## src/design/iqaoa_pkg.sv

```systemverilog
// shared constants, widths and arctangent table for the aoa core
package iqaoa_pkg;

   localparam int unsigned MAX_SAMPLES_DEF  = 128;
   localparam int unsigned CORDIC_STEPS_DEF = 14;

   localparam int unsigned SAMPLE_W   = 8;
   localparam int unsigned REF_W      = 4;
   localparam int unsigned GAIN_W     = 16;
   localparam int unsigned PHASE_W    = 16;
   localparam int unsigned DIFF_W     = 17;
   localparam int unsigned SUM_W      = 24;
   localparam int unsigned PAIR_W     = 7;
   localparam int unsigned MEAN_W     = 17;
   localparam int unsigned AOA_W      = 19;
   localparam int unsigned PROD_W     = 34;
   localparam int unsigned MAG_W      = 20;
   localparam int unsigned ROUND_SH   = 14;
   localparam int unsigned CORDIC_W   = 20;
   localparam int unsigned ANGLE_W    = 18;
   localparam int unsigned TABLE_IDX_W = 5;
   localparam int unsigned ATAN_W     = 13;

   localparam int unsigned REQ_DATA_W = 16;
   localparam int unsigned RSP_DATA_W = 40;
   localparam int unsigned CSR_IDX_W  = 1;

   localparam logic [REF_W-1:0]  REF_COUNT_RST  = 4'd8;
   localparam logic [GAIN_W-1:0] ANGLE_GAIN_RST = 16'd5215;

   localparam logic [CSR_IDX_W-1:0] CSR_REF_COUNT  = 1'd0;
   localparam logic [CSR_IDX_W-1:0] CSR_ANGLE_GAIN = 1'd1;

   localparam logic signed [ANGLE_W-1:0] PHASE_PI = 18'sd25736;

   localparam logic [PROD_W-1:0] ROUND_HALF     = 34'd8192;
   localparam logic [PROD_W-1:0] ROUND_HALF_NEG = 34'd8193;
   localparam logic [MAG_W-1:0]  AOA_POS_LIMIT  = 20'd262143;
   localparam logic [MAG_W-1:0]  AOA_NEG_LIMIT  = 20'd262144;

   function automatic logic [ATAN_W-1:0] atan_entry(input logic [TABLE_IDX_W-1:0] idx);
      logic [ATAN_W-1:0] val;
      case (idx)
         5'd0:    val = 13'd6434;
         5'd1:    val = 13'd3798;
         5'd2:    val = 13'd2007;
         5'd3:    val = 13'd1019;
         5'd4:    val = 13'd511;
         5'd5:    val = 13'd256;
         5'd6:    val = 13'd128;
         5'd7:    val = 13'd64;
         5'd8:    val = 13'd32;
         5'd9:    val = 13'd16;
         5'd10:   val = 13'd8;
         5'd11:   val = 13'd4;
         5'd12:   val = 13'd2;
         5'd13:   val = 13'd1;
         5'd14:   val = 13'd1;
         default: val = 13'd0;
      endcase
      return val;
   endfunction

endpackage

```

## src/design/iqaoa_cordic.sv

```systemverilog
// iterative vectoring cordic, one micro-rotation per cycle, phase in q3.13
module iqaoa_cordic #(
   parameter int unsigned STEPS = iqaoa_pkg::CORDIC_STEPS_DEF
) (
   input  logic                                   clock,
   input  logic                                   reset,
   input  logic                                   start,
   input  logic signed [iqaoa_pkg::SAMPLE_W-1:0]  i_sample,
   input  logic signed [iqaoa_pkg::SAMPLE_W-1:0]  q_sample,
   output logic                                   done,
   output logic signed [iqaoa_pkg::PHASE_W-1:0]   phase
);
   import iqaoa_pkg::*;

   localparam int unsigned KW = $clog2(STEPS);
   localparam logic [KW-1:0] K_LAST = KW'(STEPS - 1);

   logic                       busy_ff, busy_in;
   logic                       done_ff, done_in;
   logic                       zero_ff, zero_in;
   logic [KW-1:0]              k_ff, k_in;
   logic signed [CORDIC_W-1:0] x_ff, x_in;
   logic signed [CORDIC_W-1:0] y_ff, y_in;
   logic signed [ANGLE_W-1:0]  z_ff, z_in;

   logic signed [CORDIC_W-1:0] x_shift;
   logic signed [CORDIC_W-1:0] y_shift;
   logic signed [CORDIC_W-1:0] x_init;
   logic signed [CORDIC_W-1:0] y_init;
   logic signed [ANGLE_W-1:0]  atan_val;

   // shared shifter pair, shift amount from the step counter
   assign x_shift  = x_ff >>> k_ff;
   assign y_shift  = y_ff >>> k_ff;
   assign atan_val = $signed({{(ANGLE_W-ATAN_W){1'b0}},
                              atan_entry(TABLE_IDX_W'(k_ff))});
   assign x_init   = $signed({{(CORDIC_W-SAMPLE_W-8){i_sample[SAMPLE_W-1]}}, i_sample, 8'h00});
   assign y_init   = $signed({{(CORDIC_W-SAMPLE_W-8){q_sample[SAMPLE_W-1]}}, q_sample, 8'h00});

   always_comb begin
      busy_in = busy_ff;
      done_in = 1'b0;
      zero_in = zero_ff;
      k_in    = k_ff;
      x_in    = x_ff;
      y_in    = y_ff;
      z_in    = z_ff;
      if (start) begin
         busy_in = 1'b1;
         k_in    = '0;
         zero_in = (i_sample == '0) && (q_sample == '0);
         if (i_sample < 0) begin
            // left half plane: turn by pi first
            x_in = -x_init;
            y_in = -y_init;
            z_in = (q_sample >= 0) ? PHASE_PI : -PHASE_PI;
         end else begin
            x_in = x_init;
            y_in = y_init;
            z_in = '0;
         end
      end else if (busy_ff) begin
         if (y_ff > 0) begin
            x_in = x_ff + y_shift;
            y_in = y_ff - x_shift;
            z_in = z_ff + atan_val;
         end else begin
            x_in = x_ff - y_shift;
            y_in = y_ff + x_shift;
            z_in = z_ff - atan_val;
         end
         if (k_ff == K_LAST) begin
            busy_in = 1'b0;
            done_in = 1'b1;
         end else begin
            k_in = k_ff + 1'b1;
         end
      end
   end

   always_ff @(posedge clock) begin
      if (reset) begin
         busy_ff <= 1'b0;
         done_ff <= 1'b0;
         k_ff    <= '0;
      end else begin
         busy_ff <= busy_in;
         done_ff <= done_in;
         k_ff    <= k_in;
      end
      zero_ff <= zero_in;
      x_ff    <= x_in;
      y_ff    <= y_in;
      z_ff    <= z_in;
   end

   always_comb begin
      if (zero_ff) begin
         phase = '0;
      end else if (z_ff > PHASE_PI) begin
         phase = PHASE_W'(PHASE_PI);
      end else if (z_ff < -PHASE_PI) begin
         phase = PHASE_W'(-PHASE_PI);
      end else begin
         phase = PHASE_W'(z_ff);
      end
   end

   assign done = done_ff;

endmodule

```

## src/design/iqaoa_div.sv

```systemverilog
// restoring divider, one quotient bit per cycle, truncates toward zero
module iqaoa_div (
   input  logic                                 clock,
   input  logic                                 reset,
   input  logic                                 start,
   input  logic signed [iqaoa_pkg::SUM_W-1:0]   dividend,
   input  logic        [iqaoa_pkg::PAIR_W-1:0]  divisor,
   output logic                                 done,
   output logic signed [iqaoa_pkg::SUM_W-1:0]   quotient
);
   import iqaoa_pkg::*;

   localparam int unsigned CW = $clog2(SUM_W);
   localparam logic [CW-1:0] CNT_LAST = CW'(SUM_W - 1);

   logic              busy_ff, busy_in;
   logic              done_ff, done_in;
   logic              neg_ff, neg_in;
   logic [CW-1:0]     cnt_ff, cnt_in;
   logic [PAIR_W-1:0] rem_ff, rem_in;
   logic [PAIR_W-1:0] dvs_ff, dvs_in;
   logic [SUM_W-1:0]  quo_ff, quo_in;

   logic [PAIR_W:0]   trial;
   logic              fits;

   assign trial = {rem_ff, quo_ff[SUM_W-1]};
   assign fits  = trial >= {1'b0, dvs_ff};

   always_comb begin
      busy_in = busy_ff;
      done_in = 1'b0;
      neg_in  = neg_ff;
      cnt_in  = cnt_ff;
      rem_in  = rem_ff;
      dvs_in  = dvs_ff;
      quo_in  = quo_ff;
      if (start) begin
         busy_in = 1'b1;
         cnt_in  = '0;
         rem_in  = '0;
         dvs_in  = divisor;
         neg_in  = dividend[SUM_W-1];
         quo_in  = dividend[SUM_W-1] ? SUM_W'(-dividend) : SUM_W'(dividend);
      end else if (busy_ff) begin
         rem_in = fits ? PAIR_W'(trial - {1'b0, dvs_ff}) : PAIR_W'(trial);
         quo_in = {quo_ff[SUM_W-2:0], fits};
         if (cnt_ff == CNT_LAST) begin
            busy_in = 1'b0;
            done_in = 1'b1;
         end else begin
            cnt_in = cnt_ff + 1'b1;
         end
      end
   end

   always_ff @(posedge clock) begin
      if (reset) begin
         busy_ff <= 1'b0;
         done_ff <= 1'b0;
         cnt_ff  <= '0;
      end else begin
         busy_ff <= busy_in;
         done_ff <= done_in;
         cnt_ff  <= cnt_in;
      end
      neg_ff <= neg_in;
      rem_ff <= rem_in;
      dvs_ff <= dvs_in;
      quo_ff <= quo_in;
   end

   assign done     = done_ff;
   assign quotient = neg_ff ? -$signed(quo_ff) : $signed(quo_ff);

endmodule

```

## src/design/iq_phase_difference_aoa_core.sv

```systemverilog
// phase difference angle of arrival core: sequencer, accumulator and scaling
// a skipped sample is taken without the cordic; a sample in the window waits for the shared
// iterative cordic; a last sample then runs the bit-serial divider, multiply, round and
// output load, and with no pair it skips the divider
// the result word waits in an output register while new samples are accepted
// synchronous reset restores reference_count 8 and angle_gain 5215 and clears the report
module iq_phase_difference_aoa_core #(
   parameter int unsigned MAX_SAMPLES  = iqaoa_pkg::MAX_SAMPLES_DEF,
   parameter int unsigned CORDIC_STEPS = iqaoa_pkg::CORDIC_STEPS_DEF
) (
   input  logic                                 clock,
   input  logic                                 reset,
   input  logic                                 req_tvalid,
   output logic                                 req_tready,
   input  logic [iqaoa_pkg::REQ_DATA_W-1:0]     req_tdata,  // i_sample, q_sample
   input  logic                                 req_tlast,
   output logic                                 rsp_tvalid,
   input  logic                                 rsp_tready,
   output logic [iqaoa_pkg::RSP_DATA_W-1:0]     rsp_tdata,  // mean_phase, aoa_value, zero pad
   output logic                                 rsp_tuser,  // no_pairs
   input  logic                                 csr_we,
   input  logic [iqaoa_pkg::CSR_IDX_W-1:0]      csr_index,
   input  logic [iqaoa_pkg::GAIN_W-1:0]         csr_wdata
);
   import iqaoa_pkg::*;

   localparam int unsigned POS_W = $clog2(MAX_SAMPLES + 1);
   localparam logic [POS_W-1:0] POS_MAX = POS_W'(MAX_SAMPLES);

   typedef enum logic [2:0] {
      S_IDLE,
      S_CORDIC,
      S_FINISH,
      S_DIV,
      S_MUL,
      S_ROUND,
      S_OUT
   } state_type;

   state_type                state_ff, state_in;
   logic [REF_W-1:0]         ref_count_ff, ref_count_in;
   logic [GAIN_W-1:0]        gain_ff, gain_in;
   logic [POS_W-1:0]         pos_ff, pos_in;
   logic signed [PHASE_W-1:0] first_ff, first_in;
   logic signed [SUM_W-1:0]  sum_ff, sum_in;
   logic [PAIR_W-1:0]        pairs_ff, pairs_in;
   logic                     last_ff, last_in;
   logic                     second_ff, second_in;
   logic                     nop_ff, nop_in;
   logic signed [MEAN_W-1:0] mean_ff, mean_in;
   logic signed [PROD_W-1:0] prod_ff, prod_in;
   logic [MAG_W-1:0]         mag_ff, mag_in;
   logic                     neg_ff, neg_in;
   logic                     rsp_valid_ff, rsp_valid_in;
   logic signed [MEAN_W-1:0] rsp_mean_ff, rsp_mean_in;
   logic signed [AOA_W-1:0]  rsp_aoa_ff, rsp_aoa_in;
   logic                     rsp_nop_ff, rsp_nop_in;

   logic signed [SAMPLE_W-1:0] i_sample;
   logic signed [SAMPLE_W-1:0] q_sample;
   logic                       accept;
   logic                       in_window;
   logic                       cordic_start;
   logic                       cordic_done;
   logic signed [PHASE_W-1:0]  phase;
   logic                       div_start;
   logic                       div_done;
   logic signed [SUM_W-1:0]    quotient;
   logic signed [DIFF_W-1:0]   diff;
   logic [PROD_W-1:0]          rounded;
   logic signed [AOA_W-1:0]    aoa;

   assign i_sample  = $signed(req_tdata[SAMPLE_W-1:0]);
   assign q_sample  = $signed(req_tdata[2*SAMPLE_W-1:SAMPLE_W]);
   assign accept    = req_tvalid && req_tready;
   assign in_window = (pos_ff < POS_MAX) && (pos_ff >= POS_W'(ref_count_ff));
   assign cordic_start = accept && in_window;
   assign div_start    = (state_ff == S_FINISH) && (pairs_ff != '0);
   assign diff      = DIFF_W'(phase) - DIFF_W'(first_ff);
   assign rounded   = prod_ff[PROD_W-1] ? (~prod_ff + ROUND_HALF_NEG) : (prod_ff + ROUND_HALF);

   iqaoa_cordic #(
      .STEPS (CORDIC_STEPS)
   ) u_cordic (
      .clock    (clock),
      .reset    (reset),
      .start    (cordic_start),
      .i_sample (i_sample),
      .q_sample (q_sample),
      .done     (cordic_done),
      .phase    (phase)
   );

   iqaoa_div u_div (
      .clock    (clock),
      .reset    (reset),
      .start    (div_start),
      .dividend (sum_ff),
      .divisor  (pairs_ff),
      .done     (div_done),
      .quotient (quotient)
   );

   // saturate and restore sign
   always_comb begin
      if (neg_ff) begin
         aoa = (mag_ff > AOA_NEG_LIMIT) ? -$signed(AOA_W'(AOA_NEG_LIMIT))
                                        : -$signed(AOA_W'(mag_ff));
      end else begin
         aoa = (mag_ff > AOA_POS_LIMIT) ? $signed(AOA_W'(AOA_POS_LIMIT))
                                        : $signed(AOA_W'(mag_ff));
      end
   end

   always_comb begin
      state_in     = state_ff;
      ref_count_in = ref_count_ff;
      gain_in      = gain_ff;
      pos_in       = pos_ff;
      first_in     = first_ff;
      sum_in       = sum_ff;
      pairs_in     = pairs_ff;
      last_in      = last_ff;
      second_in    = second_ff;
      nop_in       = nop_ff;
      mean_in      = mean_ff;
      prod_in      = prod_ff;
      mag_in       = mag_ff;
      neg_in       = neg_ff;
      rsp_valid_in = rsp_valid_ff && !rsp_tready;
      rsp_mean_in  = rsp_mean_ff;
      rsp_aoa_in   = rsp_aoa_ff;
      rsp_nop_in   = rsp_nop_ff;

      if (csr_we) begin
         case (csr_index)
            CSR_REF_COUNT:  ref_count_in = csr_wdata[REF_W-1:0];
            CSR_ANGLE_GAIN: gain_in      = csr_wdata;
            default:        ref_count_in = ref_count_ff;
         endcase
      end

      case (state_ff)
         S_IDLE: begin
            if (accept) begin
               last_in   = req_tlast;
               second_in = pos_ff[0] ^ ref_count_ff[0];
               if (pos_ff < POS_MAX) begin
                  pos_in = pos_ff + 1'b1;
               end
               if (in_window) begin
                  state_in = S_CORDIC;
               end else if (req_tlast) begin
                  state_in = S_FINISH;
               end
            end
         end
         S_CORDIC: begin
            if (cordic_done) begin
               if (second_ff) begin
                  sum_in   = sum_ff + SUM_W'(diff);
                  pairs_in = pairs_ff + 1'b1;
               end else begin
                  first_in = phase;
               end
               state_in = last_ff ? S_FINISH : S_IDLE;
            end
         end
         S_FINISH: begin
            if (pairs_ff == '0) begin
               nop_in   = 1'b1;
               mean_in  = '0;
               state_in = S_MUL;
            end else begin
               nop_in   = 1'b0;
               state_in = S_DIV;
            end
         end
         S_DIV: begin
            if (div_done) begin
               mean_in  = MEAN_W'(quotient);
               state_in = S_MUL;
            end
         end
         S_MUL: begin
            prod_in  = mean_ff * $signed({1'b0, gain_ff});
            state_in = S_ROUND;
         end
         S_ROUND: begin
            neg_in   = prod_ff[PROD_W-1];
            mag_in   = rounded[ROUND_SH +: MAG_W];
            state_in = S_OUT;
         end
         S_OUT: begin
            if (!rsp_valid_ff || rsp_tready) begin
               rsp_valid_in = 1'b1;
               rsp_mean_in  = mean_ff;
               rsp_aoa_in   = aoa;
               rsp_nop_in   = nop_ff;
               pos_in       = '0;
               first_in     = '0;
               sum_in       = '0;
               pairs_in     = '0;
               state_in     = S_IDLE;
            end
         end
         default: state_in = S_IDLE;
      endcase
   end

   always_ff @(posedge clock) begin
      if (reset) begin
         state_ff     <= S_IDLE;
         ref_count_ff <= REF_COUNT_RST;
         gain_ff      <= ANGLE_GAIN_RST;
         pos_ff       <= '0;
         first_ff     <= '0;
         sum_ff       <= '0;
         pairs_ff     <= '0;
         rsp_valid_ff <= 1'b0;
      end else begin
         state_ff     <= state_in;
         ref_count_ff <= ref_count_in;
         gain_ff      <= gain_in;
         pos_ff       <= pos_in;
         first_ff     <= first_in;
         sum_ff       <= sum_in;
         pairs_ff     <= pairs_in;
         rsp_valid_ff <= rsp_valid_in;
      end
      last_ff     <= last_in;
      second_ff   <= second_in;
      nop_ff      <= nop_in;
      mean_ff     <= mean_in;
      prod_ff     <= prod_in;
      mag_ff      <= mag_in;
      neg_ff      <= neg_in;
      rsp_mean_ff <= rsp_mean_in;
      rsp_aoa_ff  <= rsp_aoa_in;
      rsp_nop_ff  <= rsp_nop_in;
   end

   assign req_tready = (state_ff == S_IDLE);
   assign rsp_tvalid = rsp_valid_ff;
   assign rsp_tdata  = {{(RSP_DATA_W-MEAN_W-AOA_W){1'b0}}, rsp_aoa_ff, rsp_mean_ff};
   assign rsp_tuser  = rsp_nop_ff;

endmodule

```

## config.mk

```make
export PLATFORM = sky130hd
export DESIGN_NAME = iq_phase_difference_aoa_core
export DESIGN_NICKNAME = d
export VERILOG_FILES = /design/src/design/iqaoa_pkg.sv /design/src/design/iqaoa_cordic.sv /design/src/design/iqaoa_div.sv /design/src/design/iq_phase_difference_aoa_core.sv
export SDC_FILE = /design/constraint.sdc
export NUM_CORES = 2
export LEC_CHECK = 0
export BUFFER_PORTS_ARGS = -buffer_cell sky130_fd_sc_hd__buf_2
export CAP_MARGIN = 0
export CORE_MARGIN = 2
export CORE_UTILIZATION = 65
export CTS_BUF_LIST = sky130_fd_sc_hd__clkbuf_4
export CTS_CLUSTER_DIAMETER = 80
export DETAILED_ROUTE_END_ITERATION = 7
export HOLD_SLACK_MARGIN = 0.02
export PLACE_DENSITY_LB_ADDON = 0.12
export RECOVER_POWER = 25
export SYNTH_ARGS = -nofsm -noshare
export SYNTH_HDL_FRONTEND = slang
export SYNTH_HIERARCHICAL = 1
export SYNTH_SLANG_ARGS = --single-unit
```

## constraint.sdc

```tcl
create_clock -name clock -period 7.74 [get_ports clock]
set_input_delay 0.387 -clock clock [delete_from_list [all_inputs] [get_ports clock]]
set_output_delay 0.387 -clock clock [all_outputs]
set_load 0.02 [all_outputs]
```

==> results.py <==
metrics = {
    "grt": {
        "grt_pass1_vias": 26700,
        "global_route.usage.total_pct": 32.5,
        "wire_length_of_the_first_global_routing_pass_um": 137000,
        "pin_count_of_the_biggest_net_entering_global_routing": 69,
        "overflow": 0,
        "initial_antenna_violation_count": 2,
    },
    "drt": {
        "first_iter_violations": 2027,
        "routed_via_density": 5.97,
        "postRouteWirelength_um": 83200,
        "via_count": 26200,
        "drt.antenna.violating_nets": 0,
        "drtPass1Iterations": 6,
        "drt-wirelength-per-cell_um": 19.0,
        "drt_drc_violations_left": 0,
    },
    "min_path": {
        "hp-class": "in2reg",
    },
    "timing": {
        "setup_total_negative_slack_ps": 0,
        "max_clock_freq_ghz": 0.140,
        "final.setup_skew_ps": 56.9,
        "grt_setup_unrepaired": "no",
        "fin_crit_ps": 7170,
        "hold_violations": 0,
        "timing_worst_slew_pin_value_ps": 3020,
        "relative_slew_slack_pct": -101,
        "holdWs_ps": 121,
        "final_max_slew_viol_count": 102,
        "finalSetupViolations": 0,
        "share_of_the_clock_period_used_by_the_worst_path_pct": 92.6,
    },
    "synthesis": {
        "netlist_instances": 3566,
        "syn-mean-instance-area_um2": 9.14,
        "synth_area_um2": 32600,
        "synth_warn": 6,
    },
    "worst_setup_path": {
        "worstSetupEndpointType": "flip-flop",
        "startpoint_type": "flip-flop",
        "cp_data_required_time_ps": 8330,
        "path_max_fanout": 10,
        "critPathArrivalTime_ps": 7750,
        "worstSetupPathType": "reg2reg",
    },
    "floorplanning": {
        "io-pin-count": 82,
        "die_height_um": 228,
        "initial_utilization_pct": 65.3,
        "fp.dieArea_um2": 51900,
        "die_width_um": 228,
        "floorplan.rows": 82,
        "area_of_the_core_um2": 49900,
    },
    "placed_design": {
        "dpl.hpwl_um": 63800,
        "globalplace.congestion": 0.924,
        "io_buffer_count": 77,
        "post-place-cells": 4190,
    },
    "clock_tree": {
        "post_cts_resized": 0,
        "cts_max_path_buffers": 3,
        "cts_buffer_count": 88,
        "root_buffer": "clkbuf_4",
        "clkTransAtPathRegs_ps": 70,
        "clock_insertion_delay_worst_skew_ps": 870,
        "ctsHtreeMaxLevel": 3,
        "clock_sink_count": 315,
        "cts_tree": "done",
    },
    "finish": {
        "final_core_occ_pct": 69.9,
        "multiInputGateArea_um2": 21600,
        "layout.cells.non_filler": 4389,
        "area_delta_synth_final_pct": 6.98,
        "sequential_cell_area_um2": 8340,
        "nets": 4189,
        "post_route_cells_drive_above_1_share_pct": 8.40,
        "num-fill-cells": 3950,
    },
    "run": {
        "timing.max_cap.violations": 2,
    },
    "status": {
        "run_status": "complete, but fails checks",
        "violated_checks": "capacitance limit, slew limit",
    },
}
critical path, stage by stage (launching register included):
cell and delay (ps):
edfxtp_1 520, clkbuf_1 460, nand2_1 160, fa_1 540, inv_1 60, fa_1 510
inv_1 50, fa_1 480, inv_1 60, fa_1 510, fa_1 550, inv_1 60
fa_1 530, inv_1 40, ha_1 360, o21ai_0 260, a21oi_1 90, a311o_1 410
o211ai_1 340, a31oi_1 220, a31o_2 310, a31o_2 250, xor2_1 140
cell type report:
| cell class | instances | share of cell area [%] |
|---|---|---|
| Multi-Input combinational cell | 2563 | 62.0 |
| Sequential cell | 315 | 23.9 |
| Inverter | 539 | 5.80 |
| Clock buffer | 131 | 2.82 |
| Timing Repair Buffer | 137 | 2.48 |
| Tap cell | 672 | 2.41 |
| Clock inverter | 31 | 0.538 |
| Antenna cell | 1 | 0.00718 |
metal layers:
layer / share of wire [%] / track usage, % / wire, um / vias to the layer above
met1: 42 / 42.9 / 35100 / 12800
met4: 3.1 / 11.5 / 2540 / 0
met2: 47 / 54.4 / 39500 / 1017
met5: 0 / 0 / 0 / -
met3: 7.3 / 5.33 / 6070 / 197
li1: - / - / - / 12200
flip-flops by register name (all words and copies together) (netlist names), 8 cells and up:
register / flops
u_cordic/x_ff: 20
first_ff: 16
u_cordic/y_ff: 20
prod_ff: 34
mag_ff: 20
u_cordic/atan_val: 13
u_cordic/z_ff: 18
rsp_mean_ff: 17
gain_ff: 16
mean_ff: 17
sum_ff: 24
rsp_aoa_ff: 19
pos_ff: 8
u_div/quo_ff: 24
layout by cell type (no fill, tap or decap), types with 19 or more instances in the layout:
master,count
inv_1,535
nor2_1,197
buf_2,43
and2_1,145
nand2_1,371
ha_1,200
a21oi_1,165
a21o_1,43
fa_1,306
nand4_1,24
a31oi_1,23
xor2_1,89
nor2b_1,30
mux2i_1,29
clkbuf_1,39
dlygate4sd3_1,36
or3_1,30
nand2b_1,42
edfxtp_1,203
dfxtp_1,110
a211oi_1,21
o21ai_0,151
nand3_1,74
o21a_1,32
o31ai_1,29
clkbuf_4,131
mux4_2,41
buf_4,19
nor3_1,56
and3_1,28
xnor2_1,137
path summary, 6_finish.rpt:
kind                                               start                      endpoint  slack, ps  cells after the start
worst max-delay path            mean_ff[7]$_SDFFCE_PP0P_         prod_ff[31]$_DFFE_PP_        570                     22
worst min register to register          nop_ff$_DFFE_PN_           rsp_tuser$_DFFE_PP_        420                      0
worst max register to register  mean_ff[7]$_SDFFCE_PP0P_         prod_ff[31]$_DFFE_PP_        570                     22
worst min-delay path                           csr_index  ref_count_ff[1]$_SDFFE_PP0P_        120                      4
per-stage QoR:
step	instance area (um^2)	worst slack, ps
2_1_floorplan	32600	1460
3_3_place_gp	33400	927
3_5_place_dp	33400	756
4_1_cts	34900	741
5_1_grt	34900	380
6_report	34900	573
timing repair:
item,4_1_cts,5_1_grt
endpoints found under the hold margin,41,0
setup buffers,0,0
setup endpoints to repair,0,0
hold buffers,36,0
Power is not shown: default switching activity piles up to over one toggle a cycle in this logic, so the estimate is an artifact.
